### config.mk
export PLATFORM = sky130hd
export DESIGN_NAME = hsv_sector
export DESIGN_NICKNAME = d
export VERILOG_FILES = /design/src/sv/hsv_pkg.sv /design/src/sv/hsv_sector.sv
export SDC_FILE = /design/constraint.sdc
export NUM_CORES = 1
export LEC_CHECK = 0
export CORE_MARGIN = 1
export CORE_UTILIZATION = 30
export CTS_CLUSTER_SIZE = 10
export DETAILED_ROUTE_END_ITERATION = 8
export DONT_BUFFER_PORTS = 1
export PLACE_DENSITY = 0.46
export SKIP_CTS_REPAIR_TIMING = 1
export SLEW_MARGIN = 20
export SYNTH_ARGS = -nofsm -noshare
export SYNTH_HDL_FRONTEND = slang
export SYNTH_SLANG_ARGS = --single-unit
### constraint.sdc
create_clock -name i_clk -period 7.9 [get_ports i_clk]
set_input_delay 1.185 -clock i_clk [delete_from_list [all_inputs] [get_ports i_clk]]
set_output_delay 1.185 -clock i_clk [all_outputs]
set_load 0.005 [all_outputs]
### src/sv/hsv_pkg.sv
// ----------------------------------------------------------------------------
// hsv_pkg
// Shared types and constants for the HSV to RGB pixel pipeline.
// ----------------------------------------------------------------------------
package hsv_pkg;

    // Q1.8 unit and clamp ceiling for saturation and value
    localparam logic [8:0]  Q8_ONE      = 9'd256;
    // 6 * 5760: makes any 16-bit signed hue positive without changing it mod 5760
    localparam logic [16:0] HUE_OFFSET  = 17'd34560;
    // ceil(2^16 / 15): (u >> 6) / 15 == u / 960 for the offset hue range
    localparam logic [12:0] RECIP15_Q16 = 13'd4370;
    // ceil(2^8 / 6): exact q / 6 for q below 128
    localparam logic [5:0]  RECIP6_Q8   = 6'd43;
    // ceil(2^24 / 15): exact floor(r * 1024 / 15) for r below 960
    localparam logic [20:0] RECIP15_Q24 = 21'd1118482;
    // 1.0 in Q.24
    localparam logic [24:0] ONE_Q24     = 25'h100_0000;

    typedef enum logic [2:0] {
        SEC_RED_YEL = 3'd0,
        SEC_YEL_GRN = 3'd1,
        SEC_GRN_CYN = 3'd2,
        SEC_CYN_BLU = 3'd3,
        SEC_BLU_MAG = 3'd4,
        SEC_MAG_RED = 3'd5
    } t_sector;

    // sector stage -> level stage
    typedef struct packed {
        logic       valid;
        t_sector    sector;
        logic [8:0] sat;
        logic [8:0] val;
        logic [15:0] frac;
    } t_frac;

    // level stage -> output stage, channel levels in Q.32 (at most 1.0)
    typedef struct packed {
        logic        valid;
        logic [32:0] red;
        logic [32:0] green;
        logic [32:0] blue;
    } t_level;

endpackage

### src/sv/hsv_sector.sv
// ----------------------------------------------------------------------------
// hsv_sector
// Hue wrap, sector split and Q0.16 sector fraction; three register stages.
// ----------------------------------------------------------------------------
module hsv_sector import hsv_pkg::*; (
    input  logic        i_clk,
    input  logic        i_rst_n,
    input  logic        i_valid,
    input  logic [15:0] i_hue,
    input  logic [8:0]  i_saturation,
    input  logic [8:0]  i_brightness,
    output t_frac       o_frac
);

    // stage 1: offset hue, coarse quotient by 960, clamp S and V
    logic        r_v1, n_v1;
    logic [16:0] r_u, n_u;
    logic [6:0]  r_q, n_q;
    logic [8:0]  r_s1, n_s1;
    logic [8:0]  r_b1, n_b1;
    logic [23:0] w_qprod;

    always_comb begin
        n_v1    = i_valid;
        n_u     = {i_hue[15], i_hue} + HUE_OFFSET;
        w_qprod = 24'(n_u[16:6]) * 24'(RECIP15_Q16);
        n_q     = w_qprod[22:16];
        n_s1    = (i_saturation > Q8_ONE) ? Q8_ONE : i_saturation;
        n_b1    = (i_brightness > Q8_ONE) ? Q8_ONE : i_brightness;
    end

    always_ff @(posedge i_clk) begin
        if (!i_rst_n) begin
            r_v1 <= 1'b0;
        end else begin
            r_v1 <= n_v1;
        end
        r_u  <= n_u;
        r_q  <= n_q;
        r_s1 <= n_s1;
        r_b1 <= n_b1;
    end

    // stage 2: remainder within sector, sector = q mod 6
    logic        r_v2, n_v2;
    logic [9:0]  r_rem, n_rem;
    t_sector     r_sec, n_sec;
    logic [8:0]  r_s2;
    logic [8:0]  r_b2;
    logic [16:0] w_q960;
    logic [16:0] w_rem;
    logic [12:0] w_q6prod;
    logic [3:0]  w_q6;
    logic [6:0]  w_q6x6;
    logic [6:0]  w_mod6;

    always_comb begin
        n_v2     = r_v1;
        w_q960   = (17'(r_q) << 10) - (17'(r_q) << 6);
        w_rem    = r_u - w_q960;
        n_rem    = w_rem[9:0];
        w_q6prod = 13'(r_q) * 13'(RECIP6_Q8);
        w_q6     = w_q6prod[11:8];
        w_q6x6   = (7'(w_q6) << 2) + (7'(w_q6) << 1);
        w_mod6   = r_q - w_q6x6;
        n_sec    = t_sector'(w_mod6[2:0]);
    end

    always_ff @(posedge i_clk) begin
        if (!i_rst_n) begin
            r_v2 <= 1'b0;
        end else begin
            r_v2 <= n_v2;
        end
        r_rem <= n_rem;
        r_sec <= n_sec;
        r_s2  <= r_s1;
        r_b2  <= r_b1;
    end

    // stage 3: f = floor(rem * 65536 / 960) = floor(rem * 1024 / 15)
    t_frac       r_out, n_out;
    logic [30:0] w_fprod;

    always_comb begin
        w_fprod      = 31'(r_rem) * 31'(RECIP15_Q24);
        n_out.valid  = r_v2;
        n_out.sector = r_sec;
        n_out.sat    = r_s2;
        n_out.val    = r_b2;
        n_out.frac   = w_fprod[29:14];
    end

    always_ff @(posedge i_clk) begin
        if (!i_rst_n) begin
            r_out.valid <= 1'b0;
        end else begin
            r_out.valid <= n_out.valid;
        end
        r_out.sector <= n_out.sector;
        r_out.sat    <= n_out.sat;
        r_out.val    <= n_out.val;
        r_out.frac   <= n_out.frac;
    end

    assign o_frac = r_out;

endmodule

==> results.md, run 1 <==
Floorplanning:
- The floorplan step set the die height to 138 um.
- The row count is 49.
- The initial utilization of the core area, before any placement, comes to 30.8%.
- The floorplan step defined a core boundary enclosing 0.0180 mm^2.
- The floorplan step defined a die boundary enclosing 0.0190 mm^2.
- The die boundary width is 138 um.
- The number of top-level design ports is 75.

GRT:
- The number of global-route vias before repair is 3575.
- The maximum number of pins on one net before global-route repair is 21.
- The initial antenna violation count came to 0.
- The total routing resource utilization after global routing is 10.6%.
- The first-pass GRT wire length is 16300 um.
- After global routing the overflow that remains totals 0.

Route:
- The post-detailed-route DRC marker count is 0.
- Across all layers, the routed design uses 3217 vias.
- The detailed router used layers up to and including met4.
- Detailed routing placed a total of 4320 um of wire on met2.
- After detailed routing, the met3 layer carries 342 um of wire.
- Once detail routing completed, the nets flagged for antenna violations numbered 0.
- The number of detailed-routing iterations run before antenna repair is 4.
- Using the TritonRoute via totals, the vias-per-cell ratio works out to 4.35.
- The detailed-route wire length is 9270 um.
- In the final routed layout, each cell accounts on average for 12.5 um.
- After detailed routing, the wire length on met1 is 4440 um.
- After the first detailed-routing iteration, the DRC count stood at 55.

Logic synthesis:
- The count of different cell masters after synthesis is 48.
- The Yosys step of the flow raised 0 warnings.
- The synthesized design contains 106 register bits.
- Yosys instantiated no cell more often than ha_1.
- Of all flip-flops after synthesis, the portion carrying an async set or reset was 0%.
- The gate count of the mapped netlist is 500.
- Counting instances in the post-synthesis netlist gives the leading cell types as 114 x ha_1, 106 x dfxtp_1, 86 x inv_1, 24 x fa_1, 24 x xnor2_1.
- In the synthesized netlist the dominant register cell turns out to be dfxtp_1.
- By area the synthesized netlist is led by dfxtp_1 38%, ha_1 26%, fa_1 8.7%.
- In this run, synthesis inferred 0 flip-flops with an integrated enable.
- The share of the Yosys chip area taken by registers is 38.2%.
- The share of the synthesized area in the top cell type is 38.2%.
- Averaged over all synthesized cells, the footprint is 11.1 um^2.
- The cell type with the largest total area after synthesis is dfxtp_1.
- The number of nets produced by synthesis is 675.
- Summing every instance area after synthesis gives 0.00555 mm^2.

Clocking:
- For the worst-skew pair, the clock arrives at the later sink with an insertion delay of 0.34 ns.
- The number of buffers added by the clock tree synthesis step is 9.
- The clock tree from TritonCTS is built.
- The tree built by TritonCTS fans out to 106 sinks.
- The maximum level of the CTS H-tree is 3.
- Clock-pin slew was measured on the worst setup and hold paths at 0.08 ns.
- Clock tree synthesis selected as its root buffer the cell clkbuf_16.
- The number of buffers on the longest clock path is 2.

Layout:
- The final net count is 681.
- The antenna diode instance count is 0.
- The layout cell share with drive strength beyond 1 is 5.68%.
- The growth of design area from synthesis to finish is 10.3%.

STA:
- Setup repair after global routing left no endpoint under its margin.
- After layout, the minimum clock period comes to 4.75 ns.
- The final clock skew is 0.00872 ns.
- For the pin with the worst max-slew slack, the measured transition is 0.472 ns.
- The worst pin sits at a relative slew slack of 68.4%.
- The worst path uses 60.1% of the clock period.
- The max-slew violation count is 0.
- Adding up every negative setup slack in the final design gives 0 ns.
- Setup violations remaining at the end of the flow were counted as 0.
- Derived from the worst setup path, the maximum achievable clock frequency is 211 MHz.
- The count of endpoints failing hold in the final timing report is 0.

Critical path:
- The required time of the worst setup path is 8.14 ns.
- The largest driver fanout on the critical path is 4.
- For the worst setup path, the data arrival time is 4.99 ns.
- The worst setup path is of the input pin to register kind.
- The worst setup path is launched from an input pin.
- STA classifies the critical path endpoint as a register.

Worst hold path:
- The tightest min-delay check is of the register to register type.

Run status:
- The run finished with clean final reports.

Placed design:
- In this run the tool buffered the top-level ports with 0 buffer cells.
- After legalization and detailed placement, the total HPWL measured 7660 um.
- The congestion estimate from routability-driven global placement came to 0.828.

Run:
- Across the run, the number of max-cap violations was 0.
[cell usage in the layout (no fill, tap or decap), types with 13 or more instances in the layout]
master   synthesis  layout
inv_1           86      86
dfxtp_1        106     106
ha_1           114     114
nand2_1         13      13
xor2_1          13      13
a21oi_1         14      14
xnor2_1         24      24
fa_1            24      24
nor2b_1         18      18
[registers in the layout, indices dropped and copies added (netlist names)]
name,flops
r_b1,9
r_s2,9
r_sec,3
r_s1,9
o_frac,38
r_q,7
r_b2,9
r_u,10
r_rem,10
n_v2,1
r_v2,1
[path summary, 6_finish.rpt]
check / cells after the start / slack [ns] / endpoint / from
setup / recovery: 17 / 3.15 / r_q[6]$_DFF_P_ / i_hue[8]
hold / removal: 0 / 0.32 / o_frac[24]$_DFF_P_ / r_b2[8]$_DFF_P_
setup reg to reg: 15 / 4.08 / r_sec[2]$_DFF_P_ / r_q[1]$_DFF_P_
hold reg to reg: 0 / 0.32 / o_frac[24]$_DFF_P_ / r_b2[8]$_DFF_P_
[through the flow]
step | utilization (%) | area [um^2] | hold WS (ns) | setup slack (ns) | std cells
final | 33.9 | 6120 | 0.322 | 3.15 | 740
after global placement | 32.2 | 5800 | 0.310 | 2.91 | 724
after detailed placement | 32.2 | 5800 | 0.312 | 2.76 | 724
after CTS | 33.9 | 6120 | 0.323 | 3.13 | 740
after floorplan | - | 5550 | 0.310 | 3.21 | 500
after global routing | 33.9 | 6120 | 0.333 | 2.86 | 740
[cell type report]
| type | count | area [um^2] |
|---|---|---|
| fillers | 1840 | 11900 |
| inverters | 86 | 323 |
| multi-input cells | 303 | 3070 |
| flip-flops and latches | 106 | 2120 |
| clock inverters | 7 | 92.6 |
| clock buffers | 9 | 225 |
| well taps | 229 | 287 |
[kinds of logic (layout without fill, tap and decap cells)]
logic type / after synthesis / after routing / synth area share, %
XOR/XNOR: 37 / 37 / 5.84
multiplexers: 1 / 1 / 0.203
AO/OA/AOI/OAI: 60 / 60 / 8.00
buffers and inverters: 91 / 102 / 6.45
flip-flops: 106 / 106 / 38.2
AND/OR/NAND/NOR: 67 / 67 / 6.90
adder cells (fa/ha/maj): 138 / 138 / 34.4
[per-layer routing]
metal / global-route usage [%] / vias to the layer above
met1: 12.8 / 1479
met4: 4.28 / 0
li1: - / 1668
met2: 17.7 / 59
met5: 0 / -
met3: 2.81 / 11
[worst max-delay path: stages]
cell and delay (ns):
inv_1 0.07, ha_1 0.23, nand2b_1 0.09, and4_1 0.23, xor2_1 0.36, inv_1 0.12
fa_1 0.46, fa_1 0.51, inv_1 0.05, ha_1 0.29, ha_1 0.31, a21oi_1 0.07
o31ai_1 0.25, a21oi_2 0.11, o21ai_0 0.38, a31oi_1 0.16, xnor2_1 0.14
Power of run 1 is left out: the tool's default activity adds up to more than one toggle a clock period on the data nets, which glitch-free logic cannot reach.
==> run 2: changes to the inputs <==
==> constraint.sdc (replaced) <==
create_clock -name i_clk -period 4.5 [get_ports i_clk]
set_input_delay 0.675 -clock i_clk [delete_from_list [all_inputs] [get_ports i_clk]]
set_output_delay 0.675 -clock i_clk [all_outputs]
set_load 0.005 [all_outputs]
==> results.md, run 2 (same netlist as run 1, synthesis figures left out) <==
Clocking:
- The clock tree from TritonCTS is built.
- The maximum level of the CTS H-tree came to 3 (unchanged).
- The number of buffers on the longest clock path came to 2 (unchanged).
- The number of buffers added by the clock tree synthesis step is 9 (unchanged).
- The number of sinks handled by clock tree synthesis is 106 (unchanged).
- In this run the clock root is driven by a clkbuf_16.
- The clock latency of the later-clocked register in the worst-skew pair was 0.35 ns (about the same).
- The clock edge transition at the registers on the reported setup and hold paths is 0.08 ns (about the same).

Route:
- The number of detailed-routing iterations run before antenna repair came to 4 (unchanged).
- The post-detailed-route DRC marker count is 0 (unchanged).
- The number of DRC violations after detailed-routing iteration 0 is 84 (+53%).
- The total number of vias is 3280 (+2.0%).
- The detailed-route wire length came to 9320 um (+0.55%).
- The average detailed-routed wire length per instance is 12.5 um (-0.12%).
- The residual antenna-violating net count after detailed routing is 0 (unchanged).
- The vias per cell was 4.40 (+1.3%).

Floorplanning:
- The initial core utilization is 30.8% (unchanged).
- The row count was 49 (unchanged).
- The area of the core is 0.0180 mm^2 (unchanged).
- The die boundary width is 138 um (unchanged).
- The number of top-level design ports is 75 (unchanged).
- The height of the chip is 138 um (unchanged).
- The full die area is 0.0190 mm^2 (unchanged).

STA:
- The measured slew at the worst slew-check pin is 0.489 ns (+0.0172 ns).
- The final clock skew is 0.0112 ns (+0.00250 ns).
- The maximum frequency from static timing analysis is 246 MHz.
- The final-layout setup total negative slack is 0 ns (unchanged).
- The worst path uses 90.5% of the clock period.
- The count of endpoints failing hold in the final timing report is 0 (unchanged).
- The setup-violating endpoint count in the final report is 0 (unchanged).
- The max-slew violation count is 0 (unchanged).
- Setup repair after global routing left no endpoint under its margin.
- The relative max-transition margin is 67.4% (-1.0 points).
- The shortest period the worst path allows is 4.07 ns.

Critical path:
- The largest driver fanout on the critical path is 4 (unchanged).
- STA classifies the critical path startpoint as an input pin.
- Among the stages of the critical path, the cell type that occurs most often is ha_1.
- The setup slack of the most critical reg-to-reg path is 0.71 ns (-3.37 ns).
- The data arrival time of the worst path is 4.35 ns (-0.64 ns).
- On the critical path, the stage with the largest delay is an instance of fa_1.
- The required time of the worst setup path is 4.78 ns (-3.36 ns).
- STA classifies the critical path endpoint as a register.
- The setup path with the least slack is of type input pin to register.
- The largest incremental delay on the critical path was 0.49 ns (-0.02 ns).
- Traced cell by cell, the critical path runs through inv_1 > ha_1 > nand2b_1 > and4_1 > and3b_1 > ha_1 > inv_1 > fa_1 > fa_1 > inv_1 > ha_1 > ha_1 > a211oi_1 > o31ai_1 > a21oi_2 > o21ai_0 > buf_4 > a31oi_1 > xnor2_1.

Layout:
- The antenna diode instance count came to 0 (unchanged).
- The layout cell share with drive strength beyond 1 is 6.59% (+0.91 points).
- The number of flip-flops under the largest register name is 38 (unchanged).
- The most common library cell in the layout ignoring fill and taps is ha_1.
- The post-layout instance count excluding filler cells was 745 (+0.68%).
- The final net count was 686 (+0.73%).
- In the layout the commonest cells are 114 x ha_1, 106 x dfxtp_1, 86 x inv_1.
- The area growth from synthesis to layout is 10.5%.

Run:
- The count of maximum capacitance violations is 0 (unchanged).

Worst hold path:
- The type of the most critical hold path is register to register.

Placed design:
- The HPWL after detailed placement is 7740 um (+1.1%).
- The final RePlAce weighted congestion is 0.824 (-0.47%).
- The cell count after placement is 729 (+0.69%).
- The number of port buffers came to 0 (unchanged).

GRT:
- The first-pass GRT wire length came to 16600 um (+1.7%).
- The initial antenna violation count came to 0 (unchanged).
- The total routing resource utilization after global routing is 10.8% (+0.21 points).
- The maximum number of pins on one net before global-route repair came to 21 (unchanged).
- The number of global-route vias before repair is 3607 (+0.90%).
- The final global-route overflow total is 0 (unchanged).

Run status:
- The flow ran to the end, and the final reports show no timing, DRC or antenna violations.
run 2: cell count changes in the layout (fill, tap and decap cells not counted):
cell	before	now
clkinv_2	0	1
bufinv_16	1	0
buf_4	0	5
run 2: worst paths after layout:
kind,start,cells past startpoint,endpoint
worst max-delay path,i_hue[8],19,r_q[6]$_DFF_P_
worst min-delay path,r_b2[6]$_DFF_P_,0,o_frac[22]$_DFF_P_
worst max register to register,r_q[1]$_DFF_P_,15,r_sec[2]$_DFF_P_
worst min register to register,r_b2[6]$_DFF_P_,0,o_frac[22]$_DFF_P_
run 2: cell type report:
cell class,instances,area [um^2]
clock buffers,9,225
inverters,86,323
multi-input cells,303,3070
clock inverters,7,67.6
flip-flops and latches,106,2120
well taps,229,287
repair buffers,5,37.5
fillers,1838,11900
run 2: metrics by stage:
stage / utilization [%] / area [um^2] / hold WS [ns] / worst slack (ns)
2_1_floorplan: - / 5550 / 0.310 / 0.317
5_1_grt: 34.0 / 6130 / 0.319 / 0.198
4_1_cts: 34.0 / 6130 / 0.321 / 0.431
3_3_place_gp: 32.4 / 5840 / 0.310 / 0.159
3_5_place_dp: 32.4 / 5840 / 0.312 / 0.0622
6_report: 34.0 / 6130 / 0.324 / 0.429
run 2: critical path, delay by kind of cell:
| family | cells | cell delay [ns] |
|---|---|---|
| compound gates | 5 | 0.89 |
| xor+xnor | 1 | 0.14 |
| fa+ha+maj | 6 | 1.78 |
| buf+inv | 4 | 0.37 |
| simple gates | 3 | 0.49 |
run 2: per-layer routing:
metal / GRT usage [%] / share of wire [%] / wire, um / up-vias
li1: - / - / - / 1675
met1: 12.8 / 47 / 4340 / 1527
met2: 18.3 / 48 / 4450 / 67
met3: 2.74 / 3.8 / 355 / 11
met4: 4.63 / 2.0 / 182 / 0
met5: 0 / 0 / 0 / -
Power of run 2 is left out for the same reason.
